$ cat src/design/tdfd_pkg.sv
`default_nettype none

package tdfd_pkg;

   localparam int FbAddrBits = 19;
   localparam int TileBytes  = 64;
   localparam int MaxTileDim = 64;
   localparam int TileDimCap = (TileBytes < MaxTileDim) ? TileBytes : MaxTileDim;

   localparam int ByteW   = 8;
   localparam int CfgW    = 11;
   localparam int DimW    = 7;
   localparam int PosW    = 6;
   localparam int CountW  = 16;
   localparam int IndexW  = 16;
   localparam int FrameW  = 32;
   localparam int DataW   = 32;

   localparam int DivNumW  = IndexW;
   localparam int DivDenW  = CfgW;
   localparam int DivCntW  = $clog2(DivNumW + 1);

   localparam int RowFullW = DivNumW + DimW + 1;
   localparam int ColFullW = DivDenW + DimW + 1;
   localparam int ProdW    = FbAddrBits + CfgW;

   localparam int RegCount  = 6;
   localparam int RegIndexW = $clog2(RegCount);
   localparam int CsrAddrW  = RegIndexW + 2;

   localparam logic [RegIndexW-1:0] RegLineWidth   = RegIndexW'(0);
   localparam logic [RegIndexW-1:0] RegTilesPerRow = RegIndexW'(1);
   localparam logic [RegIndexW-1:0] RegTileRows    = RegIndexW'(2);
   localparam logic [RegIndexW-1:0] RegTileWidth   = RegIndexW'(3);
   localparam logic [RegIndexW-1:0] RegTileHeight  = RegIndexW'(4);
   localparam logic [RegIndexW-1:0] RegTotalFrames = RegIndexW'(5);

   localparam logic [CfgW-1:0]   LineWidthRst   = CfgW'(320);
   localparam logic [CfgW-1:0]   TilesPerRowRst = CfgW'(40);
   localparam logic [CfgW-1:0]   TileRowsRst    = CfgW'(30);
   localparam logic [DimW-1:0]   TileWidthRst   = DimW'(8);
   localparam logic [DimW-1:0]   TileHeightRst  = DimW'(8);
   localparam logic [FrameW-1:0] TotalFramesRst = FrameW'(0);

   localparam logic [ByteW-1:0]   SkipMore   = ByteW'(255);
   localparam logic [DimW-1:0]    WidthCap   = DimW'(TileDimCap);
   localparam logic [DimW-1:0]    DimMax     = DimW'(MaxTileDim);
   localparam logic [DivNumW-1:0] TileBytesN = DivNumW'(TileBytes);

   typedef struct packed {
      logic [CfgW-1:0]   line_width;
      logic [CfgW-1:0]   tiles_per_row;
      logic [CfgW-1:0]   tile_rows;
      logic [DimW-1:0]   tile_width;
      logic [DimW-1:0]   tile_height;
      logic [FrameW-1:0] total_frames;
   } cfg_type;

   typedef struct packed {
      logic load_cnt_lo;
      logic load_cnt_hi;
      logic add_skip;
      logic take_pixel;
      logic div_lim_start;
      logic latch_lim;
      logic div_tile_start;
      logic calc_pos;
      logic calc_addr;
      logic emit_pixel;
   } cmd_type;

   typedef struct packed {
      logic stream_done;
      logic count_zero;
      logic skip_more;
      logic div_busy;
      logic out_free;
      logic col_end;
      logic row_end;
      logic last_update;
   } status_type;

endpackage

`default_nettype wire

$ cat src/design/tdfd_if.sv
`default_nettype none

interface tdfd_req_if;
   import tdfd_pkg::*;
   logic             valid;
   logic             ready;
   logic [ByteW-1:0] data_byte;

   modport source (output valid, output data_byte, input ready);
   modport sink   (input valid, input data_byte, output ready);
endinterface

interface tdfd_rsp_if;
   import tdfd_pkg::*;
   logic                  valid;
   logic                  ready;
   logic                  pixel_write;
   logic [FbAddrBits-1:0] fb_address;
   logic [ByteW-1:0]      pixel;
   logic                  out_of_range;
   logic                  frame_done;
   logic [FrameW-1:0]     frame_number;

   modport source (output valid, output pixel_write, output fb_address, output pixel,
                   output out_of_range, output frame_done, output frame_number,
                   input ready);
   modport sink   (input valid, input pixel_write, input fb_address, input pixel,
                   input out_of_range, input frame_done, input frame_number,
                   output ready);
endinterface

`default_nettype wire

$ cat src/design/tdfd_div.sv
`default_nettype none

module tdfd_div (
   input  wire logic                           clock,
   input  wire logic                           reset,
   input  wire logic                           start,
   input  wire logic [tdfd_pkg::DivNumW-1:0]   numer,
   input  wire logic [tdfd_pkg::DivDenW-1:0]   denom,
   output logic                                busy,
   output logic [tdfd_pkg::DivNumW-1:0]        quotient,
   output logic [tdfd_pkg::DivDenW-1:0]        remainder
);
   import tdfd_pkg::*;

   logic [DivCntW-1:0] cnt_ff, cnt_in;
   logic [DivNumW-1:0] quo_ff, quo_in;
   logic [DivDenW-1:0] rem_ff, rem_in;
   logic [DivDenW-1:0] den_ff, den_in;
   logic [DivDenW:0]   trial;
   logic [DivDenW:0]   diff;
   logic               fits;

   assign trial = {rem_ff, quo_ff[DivNumW-1]};
   assign diff  = trial - {1'b0, den_ff};
   assign fits  = trial >= {1'b0, den_ff};

   always_comb begin
      cnt_in = cnt_ff;
      quo_in = quo_ff;
      rem_in = rem_ff;
      den_in = den_ff;
      if (start) begin
         cnt_in = DivCntW'(DivNumW);
         quo_in = numer;
         rem_in = '0;
         den_in = denom;
      end else if (cnt_ff != '0) begin
         cnt_in = cnt_ff - DivCntW'(1);
         if (fits) begin
            rem_in = diff[DivDenW-1:0];
            quo_in = {quo_ff[DivNumW-2:0], 1'b1};
         end else begin
            rem_in = trial[DivDenW-1:0];
            quo_in = {quo_ff[DivNumW-2:0], 1'b0};
         end
      end
   end

   always_ff @(posedge clock) begin
      if (reset) begin
         cnt_ff <= '0;
      end else begin
         cnt_ff <= cnt_in;
      end
   end

   always_ff @(posedge clock) begin
      quo_ff <= quo_in;
      rem_ff <= rem_in;
      den_ff <= den_in;
   end

   assign busy      = cnt_ff != '0;
   assign quotient  = quo_ff;
   assign remainder = rem_ff;

endmodule

`default_nettype wire

$ cat src/design/tdfd_ctrl.sv
`default_nettype none

module tdfd_ctrl (
   input  wire logic                   clock,
   input  wire logic                   reset,
   input  wire logic                   req_valid,
   output logic                        req_ready,
   input  wire tdfd_pkg::status_type   status,
   output tdfd_pkg::cmd_type           cmd
);
   import tdfd_pkg::*;

   localparam int StW = 4;
   localparam logic [StW-1:0] ST_FLAGS     = 4'd0;
   localparam logic [StW-1:0] ST_CNT_LO    = 4'd1;
   localparam logic [StW-1:0] ST_CNT_HI    = 4'd2;
   localparam logic [StW-1:0] ST_SKIP      = 4'd3;
   localparam logic [StW-1:0] ST_PIX       = 4'd4;
   localparam logic [StW-1:0] ST_LIM_GO    = 4'd5;
   localparam logic [StW-1:0] ST_LIM_WAIT  = 4'd6;
   localparam logic [StW-1:0] ST_TILE_GO   = 4'd7;
   localparam logic [StW-1:0] ST_TILE_WAIT = 4'd8;
   localparam logic [StW-1:0] ST_POS       = 4'd9;
   localparam logic [StW-1:0] ST_ADDR      = 4'd10;
   localparam logic [StW-1:0] ST_EMIT      = 4'd11;

   logic [StW-1:0] state_ff, state_in;
   logic           accept;

   assign accept = req_valid && req_ready;

   always_comb begin
      state_in  = state_ff;
      cmd       = '0;
      req_ready = 1'b0;
      case (state_ff)
         ST_CNT_LO: begin
            req_ready = 1'b1;
            if (accept) begin
               cmd.load_cnt_lo = 1'b1;
               state_in        = ST_CNT_HI;
            end
         end
         ST_CNT_HI: begin
            req_ready = status.out_free;
            if (accept) begin
               cmd.load_cnt_hi = 1'b1;
               state_in        = status.count_zero ? ST_FLAGS : ST_SKIP;
            end
         end
         ST_SKIP: begin
            req_ready = 1'b1;
            if (accept) begin
               cmd.add_skip = 1'b1;
               if (!status.skip_more) begin
                  state_in = ST_PIX;
               end
            end
         end
         ST_PIX: begin
            req_ready = 1'b1;
            if (accept) begin
               cmd.take_pixel = 1'b1;
               state_in       = ST_LIM_GO;
            end
         end
         ST_LIM_GO: begin
            cmd.div_lim_start = 1'b1;
            state_in          = ST_LIM_WAIT;
         end
         ST_LIM_WAIT: begin
            if (!status.div_busy) begin
               cmd.latch_lim = 1'b1;
               state_in      = ST_TILE_GO;
            end
         end
         ST_TILE_GO: begin
            cmd.div_tile_start = 1'b1;
            state_in           = ST_TILE_WAIT;
         end
         ST_TILE_WAIT: begin
            if (!status.div_busy) begin
               state_in = ST_POS;
            end
         end
         ST_POS: begin
            cmd.calc_pos = 1'b1;
            state_in     = ST_ADDR;
         end
         ST_ADDR: begin
            cmd.calc_addr = 1'b1;
            state_in      = ST_EMIT;
         end
         ST_EMIT: begin
            if (status.out_free) begin
               cmd.emit_pixel = 1'b1;
               if (status.col_end && status.row_end) begin
                  state_in = status.last_update ? ST_FLAGS : ST_SKIP;
               end else begin
                  state_in = ST_PIX;
               end
            end
         end
         default: begin
            req_ready = 1'b1;
            if (accept) begin
               state_in = status.stream_done ? ST_FLAGS : ST_CNT_LO;
            end
         end
      endcase
   end

   always_ff @(posedge clock) begin
      if (reset) begin
         state_ff <= ST_FLAGS;
      end else begin
         state_ff <= state_in;
      end
   end

endmodule

`default_nettype wire

$ cat src/design/tdfd_datapath.sv
`default_nettype none

module tdfd_datapath (
   input  wire logic                        clock,
   input  wire logic                        reset,
   input  wire tdfd_pkg::cfg_type           cfg,
   input  wire logic [tdfd_pkg::ByteW-1:0]  data_byte,
   input  wire tdfd_pkg::cmd_type           cmd,
   output tdfd_pkg::status_type             status,
   tdfd_rsp_if.source                       rsp_bus
);
   import tdfd_pkg::*;

   logic [ByteW-1:0]      count_low_ff, count_low_in;
   logic [CountW-1:0]     updates_ff, updates_in;
   logic [IndexW-1:0]     tile_index_ff, tile_index_in;
   logic [PosW-1:0]       col_ff, col_in;
   logic [PosW-1:0]       row_ff, row_in;
   logic [FrameW-1:0]     frames_ff, frames_in;
   logic [ByteW-1:0]      pix_ff, pix_in;
   logic [DimW-1:0]       lim_ff, lim_in;
   logic [FbAddrBits-1:0] row_addr_ff, row_addr_in;
   logic [FbAddrBits-1:0] col_addr_ff, col_addr_in;
   logic                  oor_ff, oor_in;
   logic [FbAddrBits-1:0] addr_ff, addr_in;

   logic                  out_valid_ff, out_valid_in;
   logic                  out_write_ff, out_write_in;
   logic [FbAddrBits-1:0] out_addr_ff, out_addr_in;
   logic [ByteW-1:0]      out_pixel_ff, out_pixel_in;
   logic                  out_oor_ff, out_oor_in;
   logic                  out_done_ff, out_done_in;
   logic [FrameW-1:0]     out_frame_ff, out_frame_in;

   logic [DimW-1:0]       w_use;
   logic [DimW-1:0]       h_use;
   logic [CfgW-1:0]       tpr_use;
   logic                  div_start;
   logic                  div_busy;
   logic [DivNumW-1:0]    div_numer;
   logic [DivDenW-1:0]    div_denom;
   logic [DivNumW-1:0]    div_quo;
   logic [DivDenW-1:0]    div_rem;
   logic [RowFullW-1:0]   row_full;
   logic [ColFullW-1:0]   col_full;
   logic [ProdW-1:0]      addr_prod;
   logic [CountW-1:0]     count_word;
   logic [FrameW-1:0]     frames_inc;
   logic                  out_free;
   logic                  tile_end;
   logic                  frame_end;

   always_comb begin
      if (cfg.tile_width == '0) begin
         w_use = DimW'(1);
      end else if (cfg.tile_width > WidthCap) begin
         w_use = WidthCap;
      end else begin
         w_use = cfg.tile_width;
      end
      if (cfg.tile_height == '0) begin
         h_use = DimW'(1);
      end else if (cfg.tile_height > lim_ff) begin
         h_use = lim_ff;
      end else begin
         h_use = cfg.tile_height;
      end
   end

   assign tpr_use = (cfg.tiles_per_row == '0) ? CfgW'(1) : cfg.tiles_per_row;

   assign div_start = cmd.div_lim_start || cmd.div_tile_start;
   assign div_numer = cmd.div_lim_start ? TileBytesN : tile_index_ff;
   assign div_denom = cmd.div_lim_start ? DivDenW'(w_use) : tpr_use;

   tdfd_div u_div (
      .clock     (clock),
      .reset     (reset),
      .start     (div_start),
      .numer     (div_numer),
      .denom     (div_denom),
      .busy      (div_busy),
      .quotient  (div_quo),
      .remainder (div_rem)
   );

   always_comb begin
      if (div_quo > DivNumW'(DimMax)) begin
         lim_in = DimMax;
      end else if (div_quo == '0) begin
         lim_in = DimW'(1);
      end else begin
         lim_in = div_quo[DimW-1:0];
      end
   end

   assign row_full  = RowFullW'(div_quo) * RowFullW'(h_use) + RowFullW'(row_ff);
   assign col_full  = ColFullW'(div_rem) * ColFullW'(w_use) + ColFullW'(col_ff);
   assign addr_prod = ProdW'(row_addr_ff) * ProdW'(cfg.line_width);

   assign row_addr_in = FbAddrBits'(row_full);
   assign col_addr_in = FbAddrBits'(col_full);
   assign oor_in      = div_quo >= DivNumW'(cfg.tile_rows);
   assign addr_in     = FbAddrBits'(addr_prod) + col_addr_ff;

   assign count_word = {data_byte, count_low_ff};
   assign frames_inc = frames_ff + FrameW'(1);
   assign out_free   = !out_valid_ff || rsp_bus.ready;
   assign tile_end   = status.col_end && status.row_end;
   assign frame_end  = tile_end && status.last_update;

   assign status.stream_done = frames_ff >= cfg.total_frames;
   assign status.count_zero  = count_word == '0;
   assign status.skip_more   = data_byte == SkipMore;
   assign status.div_busy    = div_busy;
   assign status.out_free    = out_free;
   assign status.col_end     = (DimW'(col_ff) + DimW'(1)) >= w_use;
   assign status.row_end     = (DimW'(row_ff) + DimW'(1)) >= h_use;
   assign status.last_update = updates_ff == CountW'(1);

   always_comb begin
      count_low_in  = count_low_ff;
      updates_in    = updates_ff;
      tile_index_in = tile_index_ff;
      col_in        = col_ff;
      row_in        = row_ff;
      frames_in     = frames_ff;
      pix_in        = pix_ff;
      out_valid_in  = out_valid_ff && !rsp_bus.ready;
      out_write_in  = out_write_ff;
      out_addr_in   = out_addr_ff;
      out_pixel_in  = out_pixel_ff;
      out_oor_in    = out_oor_ff;
      out_done_in   = out_done_ff;
      out_frame_in  = out_frame_ff;
      if (cmd.load_cnt_lo) begin
         count_low_in = data_byte;
      end
      if (cmd.load_cnt_hi) begin
         updates_in    = count_word;
         tile_index_in = '0;
         if (status.count_zero) begin
            frames_in    = frames_inc;
            out_valid_in = 1'b1;
            out_write_in = 1'b0;
            out_addr_in  = '0;
            out_pixel_in = '0;
            out_oor_in   = 1'b0;
            out_done_in  = 1'b1;
            out_frame_in = frames_inc;
         end
      end
      if (cmd.add_skip) begin
         tile_index_in = tile_index_ff + IndexW'(data_byte);
         if (!status.skip_more) begin
            col_in = '0;
            row_in = '0;
         end
      end
      if (cmd.take_pixel) begin
         pix_in = data_byte;
      end
      if (cmd.emit_pixel) begin
         out_valid_in = 1'b1;
         out_write_in = !oor_ff;
         out_addr_in  = addr_ff;
         out_pixel_in = pix_ff;
         out_oor_in   = oor_ff;
         out_done_in  = frame_end;
         out_frame_in = frame_end ? frames_inc : frames_ff;
         if (status.col_end) begin
            col_in = '0;
            if (status.row_end) begin
               row_in        = '0;
               tile_index_in = tile_index_ff + IndexW'(1);
               updates_in    = updates_ff - CountW'(1);
               if (status.last_update) begin
                  frames_in = frames_inc;
               end
            end else begin
               row_in = row_ff + PosW'(1);
            end
         end else begin
            col_in = col_ff + PosW'(1);
         end
      end
   end

   always_ff @(posedge clock) begin
      if (reset) begin
         updates_ff    <= '0;
         tile_index_ff <= '0;
         col_ff        <= '0;
         row_ff        <= '0;
         frames_ff     <= '0;
         out_valid_ff  <= 1'b0;
      end else begin
         updates_ff    <= updates_in;
         tile_index_ff <= tile_index_in;
         col_ff        <= col_in;
         row_ff        <= row_in;
         frames_ff     <= frames_in;
         out_valid_ff  <= out_valid_in;
      end
   end

   always_ff @(posedge clock) begin
      count_low_ff <= count_low_in;
      pix_ff       <= pix_in;
      out_write_ff <= out_write_in;
      out_addr_ff  <= out_addr_in;
      out_pixel_ff <= out_pixel_in;
      out_oor_ff   <= out_oor_in;
      out_done_ff  <= out_done_in;
      out_frame_ff <= out_frame_in;
      if (cmd.latch_lim) begin
         lim_ff <= lim_in;
      end
      if (cmd.calc_pos) begin
         row_addr_ff <= row_addr_in;
         col_addr_ff <= col_addr_in;
         oor_ff      <= oor_in;
      end
      if (cmd.calc_addr) begin
         addr_ff <= addr_in;
      end
   end

   assign rsp_bus.valid        = out_valid_ff;
   assign rsp_bus.pixel_write  = out_write_ff;
   assign rsp_bus.fb_address   = out_addr_ff;
   assign rsp_bus.pixel        = out_pixel_ff;
   assign rsp_bus.out_of_range = out_oor_ff;
   assign rsp_bus.frame_done   = out_done_ff;
   assign rsp_bus.frame_number = out_frame_ff;

endmodule

`default_nettype wire

$ cat src/design/tile_delta_frame_decoder.sv
// channel   dir  handshake              transaction carries
// req_bus   in   valid/ready            data_byte
// rsp_bus   out  valid/ready            pixel_write, fb_address, pixel, out_of_range,
//                                       frame_done, frame_number
// csr_*     in   APB write, pready = 1  line_width .. total_frames at byte address 4*i
//
// Flags, count and skip bytes are each taken straight from req_bus, with no divide step.
// A pixel byte holds the block until it is emitted: the 16-step serial divider runs
// twice (tile height limit, then tile column/row), then two multiply stages.
// Synchronous active-high reset; no clearing pass, ready in the first cycle out of reset.
// Results sit in an output register; a stalled rsp_bus holds the next pixel result
// in the emit step and holds the count high byte of every frame at req_bus.
`default_nettype none

module tile_delta_frame_decoder (
   input  wire logic                            clock,
   input  wire logic                            reset,
   tdfd_req_if.sink                             req_bus,
   tdfd_rsp_if.source                           rsp_bus,
   input  wire logic                            csr_psel,
   input  wire logic                            csr_penable,
   input  wire logic                            csr_pwrite,
   input  wire logic [tdfd_pkg::CsrAddrW-1:0]   csr_paddr,
   input  wire logic [tdfd_pkg::DataW-1:0]      csr_pwdata,
   output logic [tdfd_pkg::DataW-1:0]           csr_prdata,
   output logic                                 csr_pready
);
   import tdfd_pkg::*;

   cfg_type              cfg_ff, cfg_in;
   cmd_type              cmd;
   status_type           status;
   logic                 csr_write;
   logic [RegIndexW-1:0] reg_index;

   assign csr_pready = 1'b1;
   assign csr_write  = csr_psel && csr_penable && csr_pwrite && csr_pready;
   assign reg_index  = csr_paddr[CsrAddrW-1:2];

   always_comb begin
      cfg_in = cfg_ff;
      if (csr_write) begin
         case (reg_index)
            RegLineWidth:   cfg_in.line_width    = csr_pwdata[CfgW-1:0];
            RegTilesPerRow: cfg_in.tiles_per_row = csr_pwdata[CfgW-1:0];
            RegTileRows:    cfg_in.tile_rows     = csr_pwdata[CfgW-1:0];
            RegTileWidth:   cfg_in.tile_width    = csr_pwdata[DimW-1:0];
            RegTileHeight:  cfg_in.tile_height   = csr_pwdata[DimW-1:0];
            RegTotalFrames: cfg_in.total_frames  = csr_pwdata[FrameW-1:0];
            default: begin
            end
         endcase
      end
   end

   always_comb begin
      case (reg_index)
         RegLineWidth:   csr_prdata = DataW'(cfg_ff.line_width);
         RegTilesPerRow: csr_prdata = DataW'(cfg_ff.tiles_per_row);
         RegTileRows:    csr_prdata = DataW'(cfg_ff.tile_rows);
         RegTileWidth:   csr_prdata = DataW'(cfg_ff.tile_width);
         RegTileHeight:  csr_prdata = DataW'(cfg_ff.tile_height);
         RegTotalFrames: csr_prdata = DataW'(cfg_ff.total_frames);
         default:        csr_prdata = '0;
      endcase
   end

   always_ff @(posedge clock) begin
      if (reset) begin
         cfg_ff.line_width    <= LineWidthRst;
         cfg_ff.tiles_per_row <= TilesPerRowRst;
         cfg_ff.tile_rows     <= TileRowsRst;
         cfg_ff.tile_width    <= TileWidthRst;
         cfg_ff.tile_height   <= TileHeightRst;
         cfg_ff.total_frames  <= TotalFramesRst;
      end else begin
         cfg_ff <= cfg_in;
      end
   end

   tdfd_ctrl u_ctrl (
      .clock     (clock),
      .reset     (reset),
      .req_valid (req_bus.valid),
      .req_ready (req_bus.ready),
      .status    (status),
      .cmd       (cmd)
   );

   tdfd_datapath u_datapath (
      .clock     (clock),
      .reset     (reset),
      .cfg       (cfg_ff),
      .data_byte (req_bus.data_byte),
      .cmd       (cmd),
      .status    (status),
      .rsp_bus   (rsp_bus)
   );

endmodule

`default_nettype wire

$ cat src/flat_wrapper.sv
// flat-port wrapper written by rule: the top's interface ports become plain ports
module tile_delta_frame_decoder_flat import tdfd_pkg::*;
  (clock, reset, csr_psel, csr_penable, csr_pwrite, csr_paddr, csr_pwdata, csr_prdata, csr_pready, req_bus_valid, req_bus_data_byte, req_bus_ready, rsp_bus_valid, rsp_bus_pixel_write, rsp_bus_fb_address, rsp_bus_pixel, rsp_bus_out_of_range, rsp_bus_frame_done, rsp_bus_frame_number, rsp_bus_ready);
  tdfd_req_if req_bus_i ();
  tdfd_rsp_if rsp_bus_i ();
  input  wire logic clock;
  input  wire logic reset;
  input  wire logic csr_psel;
  input  wire logic csr_penable;
  input  wire logic csr_pwrite;
  input  wire logic [tdfd_pkg::CsrAddrW-1:0] csr_paddr;
  input  wire logic [tdfd_pkg::DataW-1:0] csr_pwdata;
  output logic [tdfd_pkg::DataW-1:0] csr_prdata;
  output logic csr_pready;
  input wire logic [$bits(req_bus_i.valid)-1:0] req_bus_valid;
  input wire logic [$bits(req_bus_i.data_byte)-1:0] req_bus_data_byte;
  output wire logic [$bits(req_bus_i.ready)-1:0] req_bus_ready;
  output wire logic [$bits(rsp_bus_i.valid)-1:0] rsp_bus_valid;
  output wire logic [$bits(rsp_bus_i.pixel_write)-1:0] rsp_bus_pixel_write;
  output wire logic [$bits(rsp_bus_i.fb_address)-1:0] rsp_bus_fb_address;
  output wire logic [$bits(rsp_bus_i.pixel)-1:0] rsp_bus_pixel;
  output wire logic [$bits(rsp_bus_i.out_of_range)-1:0] rsp_bus_out_of_range;
  output wire logic [$bits(rsp_bus_i.frame_done)-1:0] rsp_bus_frame_done;
  output wire logic [$bits(rsp_bus_i.frame_number)-1:0] rsp_bus_frame_number;
  input wire logic [$bits(rsp_bus_i.ready)-1:0] rsp_bus_ready;
  assign req_bus_i.valid = req_bus_valid;
  assign req_bus_i.data_byte = req_bus_data_byte;
  assign req_bus_ready = req_bus_i.ready;
  assign rsp_bus_valid = rsp_bus_i.valid;
  assign rsp_bus_pixel_write = rsp_bus_i.pixel_write;
  assign rsp_bus_fb_address = rsp_bus_i.fb_address;
  assign rsp_bus_pixel = rsp_bus_i.pixel;
  assign rsp_bus_out_of_range = rsp_bus_i.out_of_range;
  assign rsp_bus_frame_done = rsp_bus_i.frame_done;
  assign rsp_bus_frame_number = rsp_bus_i.frame_number;
  assign rsp_bus_i.ready = rsp_bus_ready;
  tile_delta_frame_decoder u_core (.clock(clock), .reset(reset), .req_bus(req_bus_i), .rsp_bus(rsp_bus_i), .csr_psel(csr_psel), .csr_penable(csr_penable), .csr_pwrite(csr_pwrite), .csr_paddr(csr_paddr), .csr_pwdata(csr_pwdata), .csr_prdata(csr_prdata), .csr_pready(csr_pready));
endmodule
$ cat config.mk
export PLATFORM = sky130hd
export DESIGN_NAME = tile_delta_frame_decoder_flat
export DESIGN_NICKNAME = d
export VERILOG_FILES = /design/src/design/tdfd_pkg.sv /design/src/design/tdfd_if.sv /design/src/design/tdfd_div.sv /design/src/design/tdfd_ctrl.sv /design/src/design/tdfd_datapath.sv /design/src/design/tile_delta_frame_decoder.sv /design/src/flat_wrapper.sv
export SDC_FILE = /design/constraint.sdc
export NUM_CORES = 2
export LEC_CHECK = 0
export BUFFER_PORTS_ARGS = -buffer_cell sky130_fd_sc_hd__buf_2
export CAP_MARGIN = 25
export CORE_ASPECT_RATIO = 1.1
export CORE_UTILIZATION = 40
export CTS_BUF_LIST = sky130_fd_sc_hd__clkbuf_16
export DETAILED_ROUTE_END_ITERATION = 7
export PLACE_DENSITY = 0.62
export SYNTH_ARGS = -nofsm -noshare
export SYNTH_HDL_FRONTEND = slang
export SYNTH_SLANG_ARGS = --single-unit
$ cat constraint.sdc
create_clock -name clock -period 9.7 [get_ports clock]
set_input_delay 1.94 -clock clock [delete_from_list [all_inputs] [get_ports clock]]
set_output_delay 1.94 -clock clock [all_outputs]
set_load 0.05 [all_outputs]
==> metrics.txt <==
# TYPE chip_impl_metric gauge
chip_impl_metric{name="detailedPlacementHpwl",unit="mm"} 54.02
chip_impl_metric{name="die_w",unit="µm"} 255.9
chip_impl_metric{name="drt-wirelength-per-cell",unit="µm"} 17.41
chip_impl_info{name="timing.critical_path.to_type",value="register"} 1
chip_impl_info{name="hold_path.class",value="register to register"} 1
chip_impl_metric{name="postCtsHoldBufs",unit=""} 0
chip_impl_metric{name="max_cap_violations",unit=""} 0
chip_impl_metric{name="post_cts_resize_count",unit=""} 0
chip_impl_metric{name="drc_violation_count_after_routing",unit=""} 0
chip_impl_metric{name="clkSinkCount",unit=""} 346
chip_impl_metric{name="die-area",unit="µm²"} 71980
chip_impl_metric{name="worst_pin_slew",unit="ns"} 0.9667
chip_impl_metric{name="initial_utilization",unit=""} 0.4033
chip_impl_metric{name="cpPeakStageDelay",unit="ns"} 0.76
chip_impl_metric{name="num-nets-final",unit=""} 3687
chip_impl_metric{name="mappedNetlistNets",unit=""} 3613
chip_impl_metric{name="fp.coreArea",unit="µm²"} 70320
chip_impl_metric{name="report.final.slew_viol_count",unit=""} 0
chip_impl_metric{name="grt_pass1_vias",unit=""} 22350
chip_impl_metric{name="total_switching_power",unit="mW"} 1.603
chip_impl_metric{name="final_critical_path_setup_slack",unit="ns"} 2.301
chip_impl_info{name="critical-path-slowest-cell",value="sky130_fd_sc_hd__nor2_1"} 1
chip_impl_info{name="synth_top_area_cell",value="sky130_fd_sc_hd__edfxtp_1"} 1
chip_impl_metric{name="syn-mean-instance-area",unit="µm²"} 9.143
chip_impl_metric{name="worst_skew_pair_later_pin_latency",unit="ns"} 0.59
chip_impl_info{name="tritoncts",value="built"} 1
chip_impl_metric{name="path_max_fanout",unit=""} 14
chip_impl_info{name="timing.critical_path.max_delay_family",value="adder cells"} 1
chip_impl_metric{name="final-hold-violation-count",unit=""} 0
chip_impl_metric{name="yosysSeqAreaShare",unit=""} 0.3042
chip_impl_metric{name="syn_inst",unit=""} 3102
chip_impl_metric{name="routed_wl",unit="mm"} 72.15
chip_impl_metric{name="comb_power_share",unit=""} 0.269
chip_impl_metric{name="grt_first_pass_wirelength",unit="mm"} 119.5
chip_impl_metric{name="fmax",unit="MHz"} 135.2
chip_impl_metric{name="htree_levels",unit=""} 2
chip_impl_metric{name="totalNegativeSetupSlack",unit="ns"} 0
chip_impl_info{name="setup_repair_after_global_routing_missed_its_margin",value="no"} 1
chip_impl_metric{name="cp.arrival",unit="ns"} 7.69
chip_impl_info{name="start_kind",value="register"} 1
chip_impl_info{name="commonest_cells_after_routing_fill_and_taps_aside",value="sky130_fd_sc_hd__inv_1, sky130_fd_sc_hd__nand2_1, sky130_fd_sc_hd__fa_1"} 1
chip_impl_metric{name="drtAntennaViolNets",unit=""} 0
chip_impl_metric{name="layout-area-overhead-vs-synth",unit="%"} 11.01
chip_impl_metric{name="reg2reg_setup_slack",unit="ns"} 2.30
chip_impl_metric{name="placement.io_buffers",unit=""} 145
chip_impl_metric{name="max_slew_margin",unit=""} 0.3531
chip_impl_metric{name="ys_types",unit=""} 78
chip_impl_info{name="timing.setup.critical_path_class",value="register to register"} 1
chip_impl_metric{name="groute.usage.overall",unit=""} 0.2061
chip_impl_metric{name="globalRoute.totalOverflow",unit=""} 0
chip_impl_info{name="cell_chain_of_the_critical_path",value="ha_1, a21oi_1, o21ai_0, o21bai_1, mux2i_1, nor2_1, nand2_1, fa_1, fa_1, inv_1, fa_1, inv_1, fa_1, inv_1, ha_1, o21a_1, o31ai_1, a21oi_1, a41o_1, nor4_1, o31ai_1, a31oi_1, xnor3_1"} 1
chip_impl_metric{name="dieHeight",unit="µm"} 281.3
chip_impl_metric{name="power-per-cell-area",unit="nW/µm²"} 151.5
chip_impl_metric{name="cts_post_setup_buffers_inserted",unit=""} 0
chip_impl_metric{name="power_switching_share",unit=""} 0.3359
chip_impl_metric{name="cellInternalPower",unit="mW"} 3.168
chip_impl_info{name="cp_common_cell",value="sky130_fd_sc_hd__fa_1"} 1
chip_impl_metric{name="clock_path_buffers",unit=""} 3
chip_impl_metric{name="syn_area",unit="µm²"} 28360
chip_impl_metric{name="fin_worst_hold_slack",unit="ns"} 0.4585
chip_impl_metric{name="clock_power_share",unit=""} 0.342
chip_impl_metric{name="p_leak",unit="nW"} 13.59
chip_impl_metric{name="multi_input_comb_area",unit="µm²"} 17700
chip_impl_info{name="cts.root.buffer_cell",value="sky130_fd_sc_hd__clkbuf_16"} 1
chip_impl_info{name="outcome",value="completed"} 1
chip_impl_metric{name="worstPathRequired",unit="ns"} 10.00
chip_impl_metric{name="period_share",unit=""} 0.7628
chip_impl_metric{name="grt_max_degree",unit=""} 99
chip_impl_metric{name="regArea",unit="µm²"} 8628
chip_impl_metric{name="totalPowerFinal",unit="mW"} 4.770
chip_impl_metric{name="power_frac_seq",unit=""} 0.390
chip_impl_metric{name="antenna_found_initial",unit=""} 0
chip_impl_info{name="synthTopCellsByArea",value="sky130_fd_sc_hd__edfxtp_1, sky130_fd_sc_hd__fa_1, sky130_fd_sc_hd__dfxtp_1, sky130_fd_sc_hd__ha_1, sky130_fd_sc_hd__inv_1"} 1
chip_impl_info{name="ys_dominant_reg_cell",value="sky130_fd_sc_hd__dfxtp_1"} 1
chip_impl_metric{name="final_period_minus_worst_setup_slack",unit="ns"} 7.399
chip_impl_metric{name="synth_edf_count",unit=""} 170
chip_impl_metric{name="top_level_ports",unit=""} 149
chip_impl_metric{name="fp-row-count",unit=""} 102
chip_impl_metric{name="ir_worst_vdd",unit="mV"} 0.1514
chip_impl_metric{name="detailedRoute.firstIterationViolations",unit=""} 1364
chip_impl_metric{name="synthesized_flop_and_latch_total",unit=""} 346
chip_impl_metric{name="n_antenna_cell",unit=""} 0
chip_impl_metric{name="finalSetupViolCount",unit=""} 0
chip_impl_metric{name="gp_routability_congestion",unit=""} 0.8729
chip_impl_metric{name="detailedPlace.worstSlack",unit="ns"} 2.332
chip_impl_metric{name="drtPass1Iterations",unit=""} 5
chip_impl_metric{name="yosysWarningCount",unit=""} 0
chip_impl_metric{name="n_fill_cell",unit=""} 6760
chip_impl_metric{name="clock_skew",unit="ns"} 0.04023
chip_impl_metric{name="clkSlewWorstSetupHoldPaths",unit="ns"} 0.06
chip_impl_metric{name="drive_gt1_frac",unit=""} 0.08385
chip_impl_metric{name="vias",unit=""} 21960
chip_impl_metric{name="share_of_async_settable_or_async_resettable_flops_after_synthesis",unit=""} 0
chip_impl_info{name="mostFrequentLayoutCell",value="sky130_fd_sc_hd__inv_1"} 1
chip_impl_metric{name="critPathBufInv",unit=""} 3
chip_impl_metric{name="cts_inserted_buffers",unit=""} 40
chip_impl_metric{name="synth_top_area_frac",unit=""} 0.1800
chip_impl_metric{name="vias_per_cell",unit=""} 5.300
==> stage by stage <==
step                utilization  instances  area, µm²
floorplan                     -       3102      28360
detailed placement       0.4264       4067      29990
global placement         0.4251       4063      29890
finish                   0.4477       4144      31480
CTS                      0.4467       4141      31410
global route             0.4477       4144      31480
==> power groups by stage <==
stage	clock (mW)	combinational (mW)	sequential (mW)
after floorplan	0	1.05	1.75
after global placement	0	1.26	1.89
after detailed placement	0	1.28	1.89
after CTS	1.67	1.30	1.86
after global routing	1.72	1.48	1.88
final	1.63	1.28	1.86
==> final cells by class <==
class	count	area share
Sequential cell	346	0.2741
Multi-Input combinational cell	2215	0.5623
Clock inverter	32	0.01176
Tap cell	936	0.03720
Clock buffer	42	0.03338
Timing Repair Buffer	174	0.03374
Inverter	399	0.04757
==> kinds of logic after synthesis <==
group	synth area share
simple gates	0.1844
buf+inv	0.07213
compound gates	0.1159
fa+ha+maj	0.2663
flops	0.3042
xor+xnor	0.03785
mux	0.01910
other cells	0.0001322
==> path summary, 6_finish.rpt <==
path / start / to / depth (start not counted)
worst max-delay path: u_core.cfg_ff[38] / u_core.u_datapath.row_addr_ff[18] / 23
worst min-delay path: u_core.cfg_ff[51] / u_core.cfg_ff[51] / 2
worst max register to register: u_core.cfg_ff[38] / u_core.u_datapath.row_addr_ff[18] / 23
worst min register to register: u_core.cfg_ff[51] / u_core.cfg_ff[51] / 2
==> sequential cells by signal, indices dropped and copies added (netlist names), 7 cells and up <==
register	count
u_core.u_datapath.pix_ff	8
u_core.u_datapath.addr_ff	19
u_core.u_datapath.row_addr_ff	19
u_core.u_datapath.u_div.remainder	11
u_core.u_datapath.rsp_bus.pixel	8
u_core.u_datapath.u_div.quotient	16
u_core.u_datapath.col_addr_ff	19
u_core.u_datapath.updates_ff	16
u_core.u_datapath.rsp_bus.fb_address	19
u_core.cfg_ff	79
u_core.u_datapath.frames_ff	32
u_core.u_datapath.lim_ff	7
u_core.u_datapath.rsp_bus.frame_number	32
u_core.u_datapath.count_low_ff	8
u_core.u_datapath.tile_index_ff	16
u_core.u_datapath.u_div.den_ff	11
==> layer usage <==
layer,track usage,vias up,routed length [µm]
met5,0,-,0
met3,0.02471,100,3193
met2,0.3611,431,35230
li1,-,10530,-
met4,0.05190,0,1480
met1,0.2691,10900,32240
==> synth_stat cells, types with 23 or more instances <==
| cell type | instances |
|---|---|
| sky130_fd_sc_hd__inv_1 | 396 |
| sky130_fd_sc_hd__nand2_1 | 377 |
| sky130_fd_sc_hd__fa_1 | 241 |
| sky130_fd_sc_hd__ha_1 | 218 |
| sky130_fd_sc_hd__a21oi_1 | 178 |
| sky130_fd_sc_hd__dfxtp_1 | 176 |
| sky130_fd_sc_hd__edfxtp_1 | 170 |
| sky130_fd_sc_hd__and2_1 | 161 |
| sky130_fd_sc_hd__nor2_1 | 154 |
| sky130_fd_sc_hd__clkbuf_1 | 125 |
| sky130_fd_sc_hd__o21ai_0 | 122 |
| sky130_fd_sc_hd__xnor2_1 | 97 |
| sky130_fd_sc_hd__and3_1 | 80 |
| sky130_fd_sc_hd__nand3_1 | 49 |
| sky130_fd_sc_hd__mux2i_1 | 44 |
| sky130_fd_sc_hd__nor3_1 | 44 |
| sky130_fd_sc_hd__a21o_1 | 36 |
| sky130_fd_sc_hd__nor2b_1 | 36 |
| sky130_fd_sc_hd__or3_1 | 33 |
| sky130_fd_sc_hd__a31oi_1 | 28 |
| sky130_fd_sc_hd__nand2b_1 | 28 |
| sky130_fd_sc_hd__xor2_1 | 23 |
==> worst reg2reg max path: stages, from the launching register on <==
cell,delay [ns]
sky130_fd_sc_hd__dfxtp_1,0.45
sky130_fd_sc_hd__ha_1,0.31
sky130_fd_sc_hd__a21oi_1,0.13
sky130_fd_sc_hd__o21ai_0,0.14
sky130_fd_sc_hd__o21bai_1,0.57
sky130_fd_sc_hd__mux2i_1,0.18
sky130_fd_sc_hd__nor2_1,0.76
sky130_fd_sc_hd__nand2_1,0.18
sky130_fd_sc_hd__fa_1,0.53
sky130_fd_sc_hd__fa_1,0.55
sky130_fd_sc_hd__inv_1,0.06
sky130_fd_sc_hd__fa_1,0.53
sky130_fd_sc_hd__inv_1,0.05
sky130_fd_sc_hd__fa_1,0.53
sky130_fd_sc_hd__inv_1,0.04
sky130_fd_sc_hd__ha_1,0.33
sky130_fd_sc_hd__o21a_1,0.12
sky130_fd_sc_hd__o31ai_1,0.11
sky130_fd_sc_hd__a21oi_1,0.15
sky130_fd_sc_hd__a41o_1,0.28
sky130_fd_sc_hd__nor4_1,0.30
sky130_fd_sc_hd__o31ai_1,0.19
sky130_fd_sc_hd__a31oi_1,0.20
sky130_fd_sc_hd__xnor3_1,0.42
Note: power is estimated with default switching activity, not from simulation.
